## src/rtl/fgps_fifo.sv

```systemverilog
`timescale 1ns / 1ps
`default_nettype none

module fgps_fifo #(
   parameter int WIDTH = 8,
   parameter int DEPTH = 4
) (
   input  wire logic             clock,
   input  wire logic             reset,
   input  wire logic             push,
   input  wire logic [WIDTH-1:0] push_data,
   output logic                  full,
   input  wire logic             pop,
   output logic      [WIDTH-1:0] pop_data,
   output logic                  empty
);

   localparam int PW   = (DEPTH > 1) ? $clog2(DEPTH) : 1;
   localparam int CNTW = $clog2(DEPTH + 1);

   logic [WIDTH-1:0] store_ff [DEPTH];
   logic [PW-1:0]    wr_ptr_ff, wr_ptr_in;
   logic [PW-1:0]    rd_ptr_ff, rd_ptr_in;
   logic [CNTW-1:0]  count_ff, count_in;
   logic             do_push;
   logic             do_pop;

   // status
   assign full     = (count_ff == CNTW'(DEPTH));
   assign empty    = (count_ff == '0);
   assign do_push  = push && !full;
   assign do_pop   = pop && !empty;
   assign pop_data = store_ff[rd_ptr_ff];

   // pointer and count update
   always_comb begin
      wr_ptr_in = wr_ptr_ff;
      rd_ptr_in = rd_ptr_ff;
      count_in  = count_ff;
      if (do_push) begin
         wr_ptr_in = (wr_ptr_ff == PW'(DEPTH - 1)) ? '0 : wr_ptr_ff + 1'b1;
      end
      if (do_pop) begin
         rd_ptr_in = (rd_ptr_ff == PW'(DEPTH - 1)) ? '0 : rd_ptr_ff + 1'b1;
      end
      if (do_push && !do_pop) begin
         count_in = count_ff + 1'b1;
      end else if (do_pop && !do_push) begin
         count_in = count_ff - 1'b1;
      end
   end

   always_ff @(posedge clock) begin
      if (reset) begin
         wr_ptr_ff <= '0;
         rd_ptr_ff <= '0;
         count_ff  <= '0;
      end else begin
         wr_ptr_ff <= wr_ptr_in;
         rd_ptr_ff <= rd_ptr_in;
         count_ff  <= count_in;
      end
   end

   // entry storage
   always_ff @(posedge clock) begin
      if (do_push) begin
         store_ff[wr_ptr_ff] <= push_data;
      end
   end

endmodule

`default_nettype wire

```

## config.mk

```make
export PLATFORM = sky130hd
export DESIGN_NAME = fgps_fifo
export DESIGN_NICKNAME = d
export VERILOG_FILES = /design/src/rtl/fgps_fifo.sv
export SDC_FILE = /design/constraint.sdc
export NUM_CORES = 1
export LEC_CHECK = 0
export BUFFER_PORTS_ARGS = -buffer_cell sky130_fd_sc_hd__buf_4
export CORE_UTILIZATION = 55
export DETAILED_ROUTE_END_ITERATION = 8
export MAX_ROUTING_LAYER = met4
export PLACE_DENSITY = 0.81
export SLEW_MARGIN = 20
export SYNTH_ARGS = -nofsm -noshare
export SYNTH_HDL_FRONTEND = slang
export SYNTH_SLANG_ARGS = --single-unit
```

## constraint.sdc

```tcl
create_clock -name clock -period 3 [get_ports clock]
set_clock_uncertainty 0.15 [all_clocks]
set_input_delay 0.45 -clock clock [delete_from_list [all_inputs] [get_ports clock]]
set_output_delay 0.45 -clock clock [all_outputs]
set_load 0.005 [all_outputs]
```

==> summary.txt, run 1 <==
Initial antenna violation count: 0
Routability cong.: 0.706
Setup_tns: 0 ps
Crit. End Element: register
I/O Buffers: 21
Hpwl dp: 1650 um
Slowest Stage Delay on Critical Path: 450 ps
Reg2reg start: count_ff[0]
Reg-to-Reg End: count_ff[2]
Resized Gates After CTS: 0
DRC errors left: 6
First-pass GRT wire length: 3730 um
Final period util: 84.1%
Seq cells post-synth: 41
Violated checks: design-rule violations
Overall global routing resource usage: 16.9%
Clock buffer depth: 2
RSZ-0062 raised after global routing: no
Min-delay worst type: in -> reg
Crit Path Class: reg -> reg
F_max: 397 MHz
Share of cells above drive strength 1: 37.6%
Fin. Hold Viols: 0
Reg2Reg Depth: 9
Worst-path clk slew: 110 ps
Post-synthesis sequential area ratio: 69.4%
First drt pass iteration count: 6
Hold-critical path endpoint: store_ff[2][0]
Starting Density: 58.7%
Total wire length: 2300 um
Die W: 56.7 um
Die area: 0.00321 mm^2
# rows: 19
CP Cell Sequence: or3b_1 > clkinv_4 > nor2_2 > ha_1 > inv_1 > fa_1 > xor2_1 > or3_2 > a21oi_1
R2R Setup Slk: 480 ps
Outcome: finished with violations
Vias in the first global route: 829
Design Power: 1.40 mW
Max Cap Viol: 0
Final setup viols: 0
P_leak: 0.696 nW
Tightest Pin Transition: 528 ps
Multi-input gate area: 457 um^2
Startpoint of the worst hold path: push_data[0]
CP Max Fanout: 7
Worst path slowest cell: dfxtp_1
Worst relative slew slack: 64.7%
VDD IR max: 460 uV
CTS Sinks: 41
Power per cell area: 744 mW/mm^2
Clk root buf: clkbuf_4
Post-CTS setup buffers: 0
Pin count of the biggest net entering global routing: 13
Initial DRC count: 21
Fin nets: 135
ANT cells: 0
Syn avg cell area: 17.9 um^2
Arr. time, crit path: 2640 ps
DR vias: 847
Hold Buf Count CTS: 0
Avg WL per Cell: 15.5 um
H-Tree Depth: 2
Required time of the critical path: 3120 ps
Die height: 56.7 um
ANT nets after route: 0
IO Count: 22
Total grt overflow: 0
Post-Syn Area: 0.00165 mm^2
Core area: 0.00281 mm^2
FILL cells: 199
Cells after synthesis: 92
Later-pin clock latency in the skew report: 330 ps
Syn nets: 111
Fin crit period: 2520 ps
CTS tree: done
WHS Path Cells: 1
Max Transition Viols Final: 0
Area grow syn2layout: 14.1%
Library cells used by synthesis: 26
Crit path launch type: register
Num CTS Buffers: 5
Register area: 0.00114 mm^2
Vias/cell: 5.72
YS warnings: 0
state kept, by name, indices dropped and copies added, names as in the netlist, named ones only:
signal     count
store_ff      32
count_ff       3
rd_ptr_ff      2
wr_ptr_ff      2
worst max path at each step:
| stage | from | to | depth (start not counted) |
|---|---|---|---|
| after floorplan | count_ff[0] | count_ff[2] | 10 |
| after global placement | count_ff[0] | count_ff[2] | 9 |
| after detailed placement | count_ff[0] | count_ff[2] | 9 |
| after CTS | count_ff[0] | count_ff[2] | 9 |
| after global routing | count_ff[0] | count_ff[2] | 9 |
| final | count_ff[0] | count_ff[2] | 9 |
power by group:
| group | leakage [nW] | switching [mW] | internal (mW) |
|---|---|---|---|
| clock network | 0.0326 | 0.153 | 0.116 |
| logic | 0.296 | 0.152 | 0.217 |
| registers | 0.367 | 0.0668 | 0.692 |
final cells by class:
type / instances / share of cell area (%)
timing repair buffer: 21 / 8.40
clock buffer: 8 / 3.13
multi-input combinational: 42 / 24.3
sequential: 41 / 60.8
inverter: 5 / 1.27
tap: 31 / 2.07
critical path: cells and delay by family (launching register included):
family	cells	cell delay [ps]
adders and majority gates	2	570
DFF	1	450
and+or+nand+nor	3	840
xor gates and xnor gates	1	150
AOI/OAI and AO/OA	1	150
buffers and inverters	2	140
logic make-up (layout without fill, tap and decap cells):
group,Yosys count,after routing,share of synthesized area [%]
DFF,41,41,69.4
adders and majority gates,7,7,5.78
and+or+nand+nor,16,16,5.70
buffers and inverters,9,34,2.89
AOI/OAI and AO/OA,7,7,3.04
xor gates and xnor gates,2,2,1.06
muxes,10,10,12.2
per-stage QoR:
stage,cell area [um^2],hold WS (ps),cells,util (%),setup WS [ps]
detailed placement,1820,338,140,64.8,506
global route,1880,142,148,66.9,309
CTS,1880,146,148,66.9,476
floorplan,1650,313,92,-,687
finish,1880,170,148,66.9,478
global placement,1820,322,140,64.8,597
layout by cell type, fill, tap and decap left out:
master,n
nand2_1,1
clkbuf_1,2
a21oi_1,3
clkbuf_4,5
o31ai_2,2
o21ai_1,1
fa_1,1
nand3_1,2
mux4_2,8
and3_2,4
nor2_2,1
edfxtp_1,32
or3_1,1
or3_2,1
mux2i_1,2
clkinv_4,1
dfxtp_1,9
ha_1,6
clkbuf_8,1
buf_4,21
inv_1,4
nor3_1,2
xor2_1,2
o21ai_0,1
or3b_1,1
nor2_1,3
routing by layer:
layer / up-vias / GRT usage (%) / part of all wire, %
met5: - / - / 0
met4: 0 / 6.79 / 0.52
met3: 2 / 6.45 / 4.7
met2: 21 / 25.9 / 52
met1: 421 / 20.4 / 42
li1: 403 / - / -
cells in the mapped netlist:
master	n	share of area, %
a21oi_1	3	0.91
and3_2	4	1.8
buf_1	1	0.23
buf_2	1	0.30
buf_6	1	0.68
clkbuf_1	1	0.23
clkinv_4	1	0.53
dfxtp_1	9	11
edfxtp_1	32	58
fa_1	1	1.2
ha_1	6	4.6
inv_1	4	0.91
mux2i_1	2	1.2
mux4_2	8	11
nand2_1	1	0.23
nand3_1	2	0.61
nor2_1	3	0.68
nor2_2	1	0.38
nor3_1	2	0.61
o21ai_0	1	0.30
o21ai_1	1	0.30
o31ai_2	2	1.5
or3_1	1	0.38
or3_2	1	0.46
or3b_1	1	0.53
xor2_1	2	1.1
No activity file was read; power rests on OpenSTA's default activity.
==> inputs of run 2 (changes only) <==
Clock period 3 ns to 2.6 ns, I/O delays scaled along.
==> run 2 against run 1 <==
Against the previous run: the run still ends with design-rule violations left; combinational power is 16% higher; critical path depth decreased by 2; clock-buffer cell count stayed put; critical path type unchanged; critical endpoint unchanged; largest cell class unchanged.
==> summary.txt, run 2 (same netlist as run 1, synthesis figures left out) <==
Outcome: finished with violations
Violated checks: design-rule violations
Crit. End Element: register
Final setup viols: 0
Initial DRC count: 32
Multi-input gate area: 459 um^2
IO Count: 22
Area grow syn2layout: 14.2%
Later-pin clock latency in the skew report: 340 ps
Required time of the critical path: 2730 ps
Worst-path clk slew: 110 ps
Clk root buf: clkbuf_4
Setup_tns: 0 ps
I/O Buffers: 21
H-Tree Depth: 2
Fin area: 0.00188 mm^2
Worst path slowest cell: o31ai_2
FILL cells: 196
Crit path launch type: register
Most common cell after layout, fill and taps aside: edfxtp_1
Die W: 56.7 um
Slowest Stage Delay on Critical Path: 450 ps
Fin. Hold Viols: 0
Vias/cell: 5.68
# rows: 19
Crit Path Class: reg -> reg
Total wire length: 2390 um
P_leak: 0.698 nW
Final period util: 93.7%
Clock buffer depth: 2
ANT cells: 0
Min-delay worst type: in -> reg
ANT nets after route: 0
Placed cell areas: 0.00182 mm^2
Fin nets: 135
Core area: 0.00281 mm^2
Share of cells above drive strength 1: 38.5%
Initial antenna violation count: 0
First-pass GRT wire length: 3800 um
CTS Sinks: 41
RSZ-0062 raised after global routing: no
Max Cap Viol: 0
DRC errors left: 6
Die height: 56.7 um
CP Max Fanout: 5
Power per cell area: 865 mW/mm^2
Design Power: 1.63 mW
Fin crit period: 2440 ps
CTS tree: done
Die area: 0.00321 mm^2
Top reg by flops: store_ff
Routability cong.: 0.707
First drt pass iteration count: 6
Vias in the first global route: 843
Top flop regs: store_ff (32), count_ff (3)
Arr. time, crit path: 2560 ps
Register area: 0.00114 mm^2
Total grt overflow: 0
Hold Slack: 94.8 ps
Max reg flops: 32
Overall global routing resource usage: 17.8%
Avg WL per Cell: 16.1 um
Pin count of the biggest net entering global routing: 13
CP Cell Sequence: o31ai_2 > ha_1 > inv_1 > fa_1 > xor2_1 > or3_2 > a21oi_1
Hpwl dp: 1670 um
DR vias: 841
Num CTS Buffers: 5
Worst relative slew slack: 63.6%
Tightest Pin Transition: 545 ps
Starting Density: 58.7%
Most frequent cells in the layout: edfxtp_1, buf_4, dfxtp_1, mux4_2, ha_1
Max Transition Viols Final: 0
VDD IR max: 608 uV
F_max: 410 MHz
-- run 2: what timing repair did --
| item | CTS | global route |
|---|---|---|
| buffers inserted | 0 | 0 |
| hold buffers | 0 | 0 |
| endpoints found under the hold margin | 0 | 0 |
| setup endpoints to repair | 0 | 1 |
| gates resized for setup | 0 | 1 |
-- run 2: worst paths after layout --
kind                         end  cells past startpoint         start  slack (ps)
setup / recovery     count_ff[2]                      7   count_ff[1]         160
setup reg to reg     count_ff[2]                      7   count_ff[1]         160
hold reg to reg     rd_ptr_ff[0]                      2  rd_ptr_ff[0]         350
hold / removal    store_ff[1][4]                      1  push_data[4]          90
-- run 2: report_power, final --
part           internal [mW]  switching [mW]  total, mW  leakage, nW
Combinational          0.255           0.175      0.429        0.298
Sequential             0.799          0.0798      0.878        0.367
Clock                  0.134           0.185      0.319       0.0326
-- run 2: cell type report --
cell class | instances | area share, %
sequential | 41 | 60.7
multi-input combinational | 42 | 24.4
timing repair buffer | 21 | 8.39
clock buffer | 8 | 3.13
tap | 31 | 2.06
inverter | 5 | 1.26
-- run 2: routing by layer --
layer | part of all wire, % | global-route usage, %
met1 | 41 | 19.6
met2 | 52 | 27.2
met3 | 4.9 | 6.68
met4 | 2.1 | 11.1
met5 | 0 | -
-- run 2: worst max-delay path, delay by kind of cell (launching register included) --
family / cells / cell delay (ps)
buffers and inverters: 1 / 60
adder cells (fa/ha/maj): 2 / 640
flip-flops: 1 / 380
XOR/XNOR: 1 / 150
AND/OR/NAND/NOR: 1 / 400
AO/OA/AOI/OAI: 2 / 600
-- run 2: stage by stage --
stage	setup WS, ps	util [%]	std cells
floorplan	287	-	92
global placement	197	64.8	140
detailed placement	86.4	64.8	140
CTS	73.6	66.9	148
global route	22.9	67.0	148
finish	163	67.0	148
