`src/rtl/fgps_pkg.sv`:
```
`timescale 1ns / 1ps
`default_nettype none

package fgps_pkg;

   // window geometry and pick range
   localparam int WIN_SIZE = 3;
   localparam logic [3:0] PICK_MAX = 4'd8;

   // request and result queue depths
   localparam int QUEUE_DEPTH  = 4;
   localparam int RESULT_DEPTH = 4;

   // configuration registers
   localparam int CSR_INDEX_WIDTH = 1;
   localparam int CSR_DATA_WIDTH  = 16;

   typedef enum logic [CSR_INDEX_WIDTH-1:0] {
      CSR_IMAGE_WIDTH  = 1'b0,
      CSR_IMAGE_HEIGHT = 1'b1
   } csr_index_type;

   localparam logic [11:0] IMAGE_WIDTH_RESET  = 12'd640;
   localparam logic [15:0] IMAGE_HEIGHT_RESET = 16'd480;

   // request and result payloads
   typedef struct packed {
      logic [7:0] chan0;
      logic [7:0] chan1;
      logic [7:0] chan2;
      logic [3:0] pick;
   } req_type;

   typedef struct packed {
      logic [7:0] out_chan0;
      logic [7:0] out_chan1;
      logic [7:0] out_chan2;
      logic       last;
   } rsp_type;

   // one stored pixel
   typedef struct packed {
      logic [7:0] c2;
      logic [7:0] c1;
      logic [7:0] c0;
   } pix_type;

   // one window column, index is the row (0 = two rows up)
   typedef pix_type [WIN_SIZE-1:0] column_type;

   // window position chosen by the pick
   typedef struct packed {
      logic [1:0] prow;
      logic [1:0] pcol;
   } pick_pos_type;

   // classified request passed from front to back
   typedef struct packed {
      pix_type    pix;
      logic [1:0] prow;
      logic [1:0] pcol;
      logic       emit;
      logic       last;
   } work_type;

   // row-major pick to row and column, picks above the window saturate
   function automatic pick_pos_type decode_pick(input logic [3:0] pick);
      pick_pos_type pos;
      case (pick)
         4'd0: pos = '{prow: 2'd0, pcol: 2'd0};
         4'd1: pos = '{prow: 2'd0, pcol: 2'd1};
         4'd2: pos = '{prow: 2'd0, pcol: 2'd2};
         4'd3: pos = '{prow: 2'd1, pcol: 2'd0};
         4'd4: pos = '{prow: 2'd1, pcol: 2'd1};
         4'd5: pos = '{prow: 2'd1, pcol: 2'd2};
         4'd6: pos = '{prow: 2'd2, pcol: 2'd0};
         4'd7: pos = '{prow: 2'd2, pcol: 2'd1};
         default: pos = '{prow: 2'd2, pcol: 2'd2};
      endcase
      return pos;
   endfunction

endpackage

`default_nettype wire

```
`src/rtl/fgps_front.sv`:
```
`timescale 1ns / 1ps
`default_nettype none

module fgps_front #(
   parameter int MAX_WIDTH = 2048
) (
   input  wire logic                                    clock,
   input  wire logic                                    reset,
   input  wire logic                                    csr_write,
   input  wire logic [fgps_pkg::CSR_INDEX_WIDTH-1:0]    csr_index,
   input  wire logic [fgps_pkg::CSR_DATA_WIDTH-1:0]     csr_wdata,
   input  wire logic                                    push,
   input  wire fgps_pkg::req_type                       req_data,
   output logic                                         full,
   output logic                                         q_push,
   output fgps_pkg::work_type                           q_work,
   output logic [$clog2(MAX_WIDTH)-1:0]                 q_addr,
   input  wire logic                                    q_full
);

   localparam int CW = $clog2(MAX_WIDTH);
   localparam int WW = (CW + 1 > 12) ? CW + 1 : 12;

   logic [11:0]        width_ff;
   logic [15:0]        height_ff;
   logic [CW-1:0]      col_ff, col_in;
   logic [15:0]        row_ff, row_in;
   logic [WW-1:0]      width_ext;
   logic [WW-1:0]      eff_width;
   logic [15:0]        eff_height;
   logic [WW-1:0]      col_plus;
   logic [16:0]        row_plus;
   logic               row_end;
   logic               img_end;
   logic               accept;
   fgps_pkg::pick_pos_type pos;

   // configuration registers
   always_ff @(posedge clock) begin
      if (reset) begin
         width_ff  <= fgps_pkg::IMAGE_WIDTH_RESET;
         height_ff <= fgps_pkg::IMAGE_HEIGHT_RESET;
      end else if (csr_write) begin
         case (csr_index)
            fgps_pkg::CSR_IMAGE_WIDTH:  width_ff  <= csr_wdata[11:0];
            fgps_pkg::CSR_IMAGE_HEIGHT: height_ff <= csr_wdata[15:0];
            default: ;
         endcase
      end
   end

   // clamp the image size to what the window and line stores support
   assign width_ext = WW'(width_ff);
   always_comb begin
      if (width_ext < WW'(fgps_pkg::WIN_SIZE)) begin
         eff_width = WW'(fgps_pkg::WIN_SIZE);
      end else if (width_ext > WW'(MAX_WIDTH)) begin
         eff_width = WW'(MAX_WIDTH);
      end else begin
         eff_width = width_ext;
      end
      if (height_ff < 16'(fgps_pkg::WIN_SIZE)) begin
         eff_height = 16'(fgps_pkg::WIN_SIZE);
      end else begin
         eff_height = height_ff;
      end
   end

   // row and image end detection
   assign col_plus = WW'(col_ff) + 1'b1;
   assign row_plus = {1'b0, row_ff} + 17'd1;
   assign row_end  = (col_plus >= eff_width);
   assign img_end  = row_end && (row_plus >= {1'b0, eff_height});

   assign accept = push && !q_full;
   assign full   = q_full;

   // raster position counters
   always_comb begin
      col_in = col_ff;
      row_in = row_ff;
      if (accept) begin
         if (row_end) begin
            col_in = '0;
            row_in = img_end ? '0 : row_plus[15:0];
         end else begin
            col_in = CW'(col_plus);
         end
      end
   end

   always_ff @(posedge clock) begin
      if (reset) begin
         col_ff <= '0;
         row_ff <= '0;
      end else begin
         col_ff <= col_in;
         row_ff <= row_in;
      end
   end

   // classify the request for the back end
   assign pos = fgps_pkg::decode_pick(req_data.pick);

   always_comb begin
      q_work.pix.c0 = req_data.chan0;
      q_work.pix.c1 = req_data.chan1;
      q_work.pix.c2 = req_data.chan2;
      q_work.prow   = pos.prow;
      q_work.pcol   = pos.pcol;
      q_work.emit   = (row_ff >= 16'd2) && (col_ff >= CW'(2));
      q_work.last   = img_end;
   end

   assign q_push = accept;
   assign q_addr = col_ff;

   // counter checks
   a_col_step: assert property (@(posedge clock) disable iff (reset)
      (accept && !row_end) |=> (col_ff == CW'($past(col_ff) + 1'b1)))
      else $error("column counter did not advance");

   a_img_wrap: assert property (@(posedge clock) disable iff (reset)
      (accept && img_end) |=> ((row_ff == '0) && (col_ff == '0)))
      else $error("counters did not wrap at image end");

endmodule

`default_nettype wire

```
`config.mk`:
```
export PLATFORM = sky130hd
export DESIGN_NAME = fgps_front
export DESIGN_NICKNAME = d
export VERILOG_FILES = /design/src/rtl/fgps_pkg.sv /design/src/rtl/fgps_front.sv
export SDC_FILE = /design/constraint.sdc
export NUM_CORES = 1
export LEC_CHECK = 0
export BUFFER_PORTS_ARGS = -buffer_cell sky130_fd_sc_hd__clkbuf_2
export CORE_MARGIN = 3
export CORE_UTILIZATION = 55
export DETAILED_ROUTE_END_ITERATION = 10
export PLACE_DENSITY = 0.81
export SYNTH_ARGS = -nofsm -noshare
export SYNTH_HDL_FRONTEND = slang
export SYNTH_SLANG_ARGS = --single-unit
```
`constraint.sdc`:
```
create_clock -name clock -period 6.09 [get_ports clock]
set_clock_uncertainty 0.1 [all_clocks]
set_input_delay 1.5225 -clock clock [delete_from_list [all_inputs] [get_ports clock]]
set_output_delay 1.5225 -clock clock [all_outputs]
set_load 0.02 [all_outputs]
```
==> metrics, run 1 <==
Worst Hold Slack 0.3760 ns; DRC 0; ys flop type dfxtp_1; ANT cells 0; RSZ-0062 raised after global routing no; Synth top cells by count nand2_1, dfxtp_1, a21oi_1; overall routing resource usage 21.14%; EDFF count, synth 0; TritonCTS clock tree built; area of the multi-input gates 0.002386 mm2; Synth area leaders dfxtp_1, ha_1, nand2_1, a21oi_1, buf_4; Bufs and invs on worst path 2; setup TNS 0 ns; vias 3564; Routed WL 8996 um; Final min period 5.424 ns; final setup fails 0; worst hold path type flop to flop; number of global-route vias before repair 3225; Hold-fix buffers, CTS 0; outcome completed; final hold vios 0; Skew-Pair Late Insertion Delay 0.33 ns; Synth warnings 0; io pins 93; I/O Buffers 44; RD Place Congestion 0.8736; H-Tree Depth 2; die width 90.55 um; Antenna Nets Post-Route 0; Async SR Flop Fraction 0%; Crit-path slowest cell or3_1; Cell variety after synth 53; crit share post-route 89.06%; Yosys reg bits 55; arrival time worst endpoint 3.80 ns; post-synth top area share 28.01%; DRT iter0 DRCs 241; synthesized cell area 0.003931 mm2; crit end category primary output; cell taking the most area after synthesis dfxtp_1; CTS-repair resized insts 0; die footprint 0.008198 mm2; Slew @ Worst Pin 1.157 ns; clock slew at reported path FFs 0.12 ns; HPWL after detailed placement 6790 um; Rows 30; CP Class flop to primary output; first-pass GRT wire length 14610 um; Core Box Area 0.006869 mm2; Synth-to-Final Area Change 3.151%; Via-to-Cell Ratio 5.767; total leakage power 1.732 nW; postcts setup bufs 0; slew margin rel. 22.88%; Syn Inst Count 524; Net count, final 606; worst-path cell chain ha_1, nand3_1, or3_1, nor2_1, xor2_1, ha_1, nand4_1, nor2_1, or3b_1, and2_1, buf_4, a21oi_1, clkbuf_2; worst-path fanout max 15; Max Clk Rate 184.4 MHz; Final Max Slew Viols 0; clock buffer depth 2; # clock sinks 55; initial core utilization 57.23%; max cap viols 0; largest net degree at the start of global routing 57; register area 0.001101 mm2; Design Area, Final 0.004055 mm2; overall power 0.7521 mW; DP Area 0.003955 mm2; routed len/inst 14.56 um; syn_nets 609; die height 90.55 um; initial antenna violation count 0; Peak supply drop 0.1185 mV; crit path launch type flop; CTS Buf Count 5; top-count cell post-synth nand2_1; total congestion overflow 0; # fillers 632; layout cell share with drive strength beyond 1 13.79%; DRT Pass-1 Iters 5; clk root buf clkbuf_8; sequential cell area fraction in the yosys report 28.01%; Critical Path RT 4.47 ns; Power Density 185.5 mW/mm2; delay of the slowest critical-path stage 0.52 ns; crit-path leading delay family simple AND/OR/NAND/NOR gates; syn_area_per_cell 7.502 um2
## routing by layer
metal	global-route usage, %	routed length (um)
met5	0	0
met4	5.612	197
met3	3.667	403
met2	37.31	4518
met1	26.43	3876
## layout make-up
| type | instances | area share [%] |
|---|---|---|
| Tap cell | 96 | 2.962 |
| Multi-Input combinational cell | 384 | 58.84 |
| Sequential cell | 55 | 27.15 |
| Clock buffer | 5 | 1.697 |
| Timing Repair Buffer | 47 | 5.986 |
| Clock inverter | 3 | 0.7714 |
| Inverter | 28 | 2.592 |
## registers in the layout, summed over array words and instances, names as in the netlist
register / flops
height_ff: 16
width_ext: 12
row_ff: 16
q_addr: 11
## logic make-up (layout without fill, tap and decap cells)
group,count (synthesis),count (layout),synth area share [%]
simple gates,239,239,29.98
compound gates,88,88,14.55
buf+inv,85,83,11.39
flops,55,55,28.01
fa+ha+maj,35,35,11.14
xor+xnor,21,21,4.678
mux,1,1,0.2546
## path summary, 6_finish.rpt
check / from / endpoint / slack (ns) / cells past startpoint
min: width_ext[1]$_SDFFE_PP0P_ / width_ext[1]$_SDFFE_PP0P_ / 0.38 / 2
max: q_addr[0]$_SDFFE_PP0P_ / q_work[0] / 0.67 / 13
min reg2reg: width_ext[1]$_SDFFE_PP0P_ / width_ext[1]$_SDFFE_PP0P_ / 0.38 / 2
max reg2reg: q_addr[0]$_SDFFE_PP0P_ / row_ff[7]$_SDFFE_PP0P_ / 2.35 / 12
## worst reg2reg max path, cell delays in order, from the launching register on
cell	delay [ns]
dfxtp_1	0.48
ha_1	0.26
nand3_1	0.21
or3_1	0.52
nor2_1	0.22
xor2_1	0.10
ha_1	0.30
nand4_1	0.12
nor2_1	0.12
or3b_1	0.44
a21oi_4	0.44
nand4_1	0.15
a31oi_1	0.18
## where the power goes
group | internal [mW] | total [mW] | switching [mW]
logic | 0.0499 | 0.127 | 0.0776
registers | 0.375 | 0.395 | 0.0201
clock network | 0.0879 | 0.229 | 0.141
## per-stage QoR
step	util [%]	instances	setup slack [ns]
floorplan	-	524	1.135
global placement	57.58	610	1.182
detailed placement	57.58	610	1.033
CTS	59.03	618	0.6461
global route	59.03	618	0.3768
finish	59.03	618	0.6662
## layout by cell type, fill, tap and decap left out, drive strengths merged, types with 2 or more instances in the layout
cell type,netlist,routed
nand2,105,105
dfxtp,55,55
a21oi,51,51
clkbuf,23,49
ha,35,35
inv,28,30
nand4,27,27
nor2,25,25
nand3,19,19
nor4,13,13
xnor2,11,11
xor2,10,10
nor3,10,10
a31oi,10,10
nor2b,7,7
a21o,7,7
and2,6,6
nand3b,6,6
and3,5,5
o21ai,5,5
nand2b,4,4
or2,4,4
nand4b,3,3
buf,34,3
and4,2,2
or3,2,2
a32oi,2,2
a2111oi,2,2
No activity file was read; power rests on OpenSTA's default activity.
==> inputs of run 2 (changes only) <==
--- a/config.mk
+++ b/config.mk
@@ -6,10 +6,10 @@
 export NUM_CORES = 1
 export LEC_CHECK = 0
 export BUFFER_PORTS_ARGS = -buffer_cell sky130_fd_sc_hd__clkbuf_2
-export CORE_MARGIN = 3
+export CORE_MARGIN = 2
 export CORE_UTILIZATION = 55
 export DETAILED_ROUTE_END_ITERATION = 10
-export PLACE_DENSITY = 0.81
+export PLACE_DENSITY_LB_ADDON = 0.15
 export SYNTH_ARGS = -nofsm -noshare
 export SYNTH_HDL_FRONTEND = slang
 export SYNTH_SLANG_ARGS = --single-unit
==> metrics, run 2 (same netlist as run 1, synthesis figures left out) <==
worst hold path type flop to flop; TritonCTS clock tree built; final hold vios 0; DRT Pass-1 Iters 5; ANT cells 0; Synth-to-Final Area Change 3.501%; initial core utilization 57.23%; worst-path fanout max 7; total leakage power 1.735 nW; Final Max Slew Viols 0; Net count, final 607; Max Clk Rate 187.7 MHz; P_int 0.5453 mW; HPWL after detailed placement 6711 um; vias 3510; arrival time worst endpoint 3.71 ns; most frequent cells in the layout nand2_1, dfxtp_1, a21oi_1; postcts setup bufs 0; Final WS setup 0.7619 ns; overall power 0.7664 mW; Sw Pwr 0.2210 mW; H-Tree Depth 2; initial antenna violation count 0; die width 88.55 um; clock slew at reported path FFs 0.11 ns; crit share post-route 87.49%; RD Place Congestion 0.8344; RSZ-0062 raised after global routing no; combinational power share 16.5%; Crit-path slowest cell dfxtp_1; Setup WS pre-CTS 1.093 ns; layout cell share with drive strength beyond 1 13.79%; first-pass GRT wire length 14850 um; Slew @ Worst Pin 1.158 ns; # fillers 665; Inst Count DP 611; clk root buf clkbuf_8; die height 88.55 um; Core Box Area 0.006869 mm2; clock buffer depth 2; Via-to-Cell Ratio 5.680; CP Class flop to primary output; GR Layer Usage met3 2.985%; outcome completed; slew margin rel. 22.82%; final non-filler cell total 618; die footprint 0.007840 mm2; DRT iter0 DRCs 208; final setup fails 0; Hold-fix buffers, CTS 0; max cap viols 0; GR Util met1 31.31%; Power Density 188.3 mW/mm2; DRC 0; CTS Buf Count 5; total congestion overflow 0; # clock sinks 55; overall routing resource usage 23.83%; Final min period 5.328 ns; Rows 30; commonest non-fill, non-tap cell in the layout nand2_1; Final Util 59.24%; crit end category primary output; number of global-route vias before repair 3230; CTS-repair resized insts 0; Reg power frac 51.6%; setup TNS 0 ns; Peak supply drop 0.08598 mV; delay of the slowest critical-path stage 0.47 ns; routed len/inst 14.42 um; largest net degree at the start of global routing 57; Critical Path RT 4.47 ns; grt peak-use layer met2; Skew-Pair Late Insertion Delay 0.32 ns; Clock power frac 31.9%; io pins 93; I/O Buffers 44; Routed WL 8914 um; worst-path cell chain ha_1, and2_1, nand4_1, or2_2, and2_1, or2_2, ha_1, nand4_1, nor3_1, a221o_1, nor3_2, a21oi_1, clkbuf_2; Antenna Nets Post-Route 0; switch share 28.84%; crit path launch type flop; GR Layer Usage met2 41.01%
==> run 2: power by group through the flow <==
| stage | combinational, mW | sequential [mW] | clock, mW |
|---|---|---|---|
| final | 0.127 | 0.395 | 0.245 |
| after global routing | 0.143 | 0.398 | 0.260 |
| after CTS | 0.127 | 0.395 | 0.251 |
| after detailed placement | 0.126 | 0.403 | 0 |
| after global placement | 0.122 | 0.402 | 0 |
| after floorplan | 0.119 | 0.394 | 0 |
==> run 2: critical path, delay by kind of cell, from the launching register on <==
kind | cells | cell delay, ns
and+or+nand+nor | 8 | 1.62
buffers and inverters | 1 | 0.17
DFF | 1 | 0.47
AOI/OAI and AO/OA | 2 | 0.51
adders and majority gates | 2 | 0.62
==> run 2: layout make-up <==
cell class | instances | area [um2] | area share (%)
clock inverters | 2 | 37.54 | 0.9225
repair buffers | 48 | 250.2 | 6.150
clock buffers | 5 | 68.82 | 1.691
inverters | 28 | 105.1 | 2.583
well taps | 96 | 120.1 | 2.952
flip-flops and latches | 55 | 1101 | 27.06
multi-input cells | 384 | 2386 | 58.64
==> run 2: path summary, 6_finish.rpt <==
check / startpoint / to / slack (ns) / cells after the start
setup / recovery: row_ff[0]$_SDFFE_PP0P_ / q_work[0] / 0.76 / 13
hold / removal: width_ext[3]$_SDFFE_PP0P_ / width_ext[3]$_SDFFE_PP0P_ / 0.38 / 2
setup reg to reg: row_ff[0]$_SDFFE_PP0P_ / row_ff[2]$_SDFFE_PP0P_ / 2.16 / 14
hold reg to reg: width_ext[3]$_SDFFE_PP0P_ / width_ext[3]$_SDFFE_PP0P_ / 0.38 / 2
==> run 2: metal layers <==
metal / vias to the layer above / wire [um]
li1: 1788 / -
met1: 1622 / 3985
met2: 84 / 4446
met3: 16 / 362
met4: 0 / 120
met5: - / 0
==> run 2: stage by stage <==
stage / cell area (um2) / hold slack [ns]
after floorplan: 3931 / 0.3451
after global placement: 3963 / 0.3620
after detailed placement: 3963 / 0.3645
after CTS: 4069 / 0.3800
after global routing: 4069 / 0.3966
final: 4069 / 0.3792
==> inputs of run 3 (changes only) <==
--- a/config.mk
+++ b/config.mk
@@ -7,7 +7,7 @@
 export LEC_CHECK = 0
 export BUFFER_PORTS_ARGS = -buffer_cell sky130_fd_sc_hd__clkbuf_2
 export CORE_MARGIN = 2
-export CORE_UTILIZATION = 55
+export CORE_UTILIZATION = 50
 export DETAILED_ROUTE_END_ITERATION = 10
 export PLACE_DENSITY_LB_ADDON = 0.15
 export SYNTH_ARGS = -nofsm -noshare
==> metrics, run 3 (same netlist as run 1, synthesis figures left out) <==
outcome completed; clk root buf clkbuf_8; Power Density 180.8 mW/mm2; Clock power frac 28.9%; die height 92.67 um; overall power 0.7340 mW; DP Area 0.003970 mm2; Hold-fix buffers, CTS 0; Net count, final 607; R2R setup slack 2.32 ns; total congestion overflow 0; final hold vios 0; Inst Count DP 617; crit share post-route 88.36%; Rows 32; HPWL after detailed placement 6763 um; Final min period 5.381 ns; switch share 31.13%; Final Max Slew Viols 0; Peak supply drop 0.1284 mV; P_int 0.5055 mW; max cap viols 0; Slew @ Worst Pin 1.174 ns; RSZ-0062 raised after global routing no; I/O Buffers 44; Worst setup startpoint q_addr[1]$_SDFFE_PP0P_; Critical Path RT 4.47 ns; Design Area, Final 0.004059 mm2; final setup fails 0; clock buffer depth 2; Synth-to-Final Area Change 3.246%; initial antenna violation count 0; combinational power share 17.3%; Hold Path End row_ff[15]$_SDFFE_PP0P_; die footprint 0.008588 mm2; Antenna Nets Post-Route 0; DRC 0; crit end category primary output; initial core utilization 51.14%; io pins 93; arrival time worst endpoint 3.76 ns; setup TNS 0 ns; Routed WL 9126 um; H-Tree Depth 2; Via-to-Cell Ratio 5.659; Core Box Area 0.007687 mm2; vias 3537; slew margin rel. 21.72%; worst-path fanout max 15; largest net degree at the start of global routing 57; ANT cells 0; worst min-delay path startpoint row_ff[15]$_SDFFE_PP0P_; layout cell share with drive strength beyond 1 13.96%; # fillers 781; DRT iter0 DRCs 159; Worst Hold Slack 0.3792 ns; DRT Pass-1 Iters 4; Final WS setup 0.7089 ns; Crit Reg-Reg Startpoint row_ff[0]$_SDFFE_PP0P_; Sw Pwr 0.2285 mW; worst hold path type flop to flop; Setup WS pre-CTS 1.032 ns; final non-filler cell total 625; die width 92.67 um; r2r endpoint row_ff[11]$_SDFFE_PP0P_; clock slew at reported path FFs 0.10 ns; TritonCTS clock tree built; overall routing resource usage 22.24%; RD Place Congestion 0.8589; CTS Buf Count 5; Final Util 52.80%; Max Clk Rate 185.8 MHz; Skew-Pair Late Insertion Delay 0.32 ns; crit path launch type flop; routed len/inst 14.60 um; commonest non-fill, non-tap cell in the layout nand2_1; R2R cell count 14; number of global-route vias before repair 3301; postcts setup bufs 0; most frequent cells in the layout nand2_1, dfxtp_1, a21oi_1; CTS-repair resized insts 0; # clock sinks 55; total leakage power 1.725 nW; CP Class flop to primary output; Hold Path Cell Cnt 2; first-pass GRT wire length 15400 um; Reg power frac 53.8%
## run 3: how the worst max path moves through the flow
| stage | to | cells past startpoint |
|---|---|---|
| 2_1_floorplan | q_work[0] | 15 |
| 5_1_grt | q_work[0] | 13 |
| 6_report | q_work[0] | 13 |
| 4_1_cts | q_work[0] | 13 |
| 3_3_place_gp | q_work[0] | 13 |
| 3_5_place_dp | q_work[0] | 13 |
## run 3: metal layers
metal	vias to the layer above	part of all wire (%)	global-route usage (%)
met2	71	48	38.02
met3	17	3.9	3.092
met1	1659	47	29.41
met4	0	1.4	6.127
met5	-	0	0
li1	1790	-	-
## run 3: cell type report
type | count | area (um2) | area share (%)
inverter | 28 | 105.1 | 2.589
timing repair buffer | 48 | 250.2 | 6.165
clock inverter | 3 | 20.02 | 0.4932
tap | 102 | 127.6 | 3.144
multi-input combinational | 384 | 2386 | 58.79
sequential | 55 | 1101 | 27.13
clock buffer | 5 | 68.82 | 1.695
## run 3: power by group through the flow
stage | clock, mW | combinational (mW) | sequential [mW]
finish | 0.212 | 0.127 | 0.395
global route | 0.228 | 0.145 | 0.397
CTS | 0.217 | 0.127 | 0.395
detailed placement | 0 | 0.126 | 0.403
global placement | 0 | 0.123 | 0.402
floorplan | 0 | 0.119 | 0.394
## run 3: critical path, stage by stage (launching register included)
cell and delay, ns:
dfxtp_1 0.45, ha_1 0.25, nand3_1 0.22, or3_1 0.53
nor2_1 0.21, xor2_1 0.10, ha_1 0.30, nand4_1 0.12
nor2_1 0.12, or3b_1 0.44, and2_1 0.17, buf_4 0.19
a21oi_1 0.14, clkbuf_2 0.19
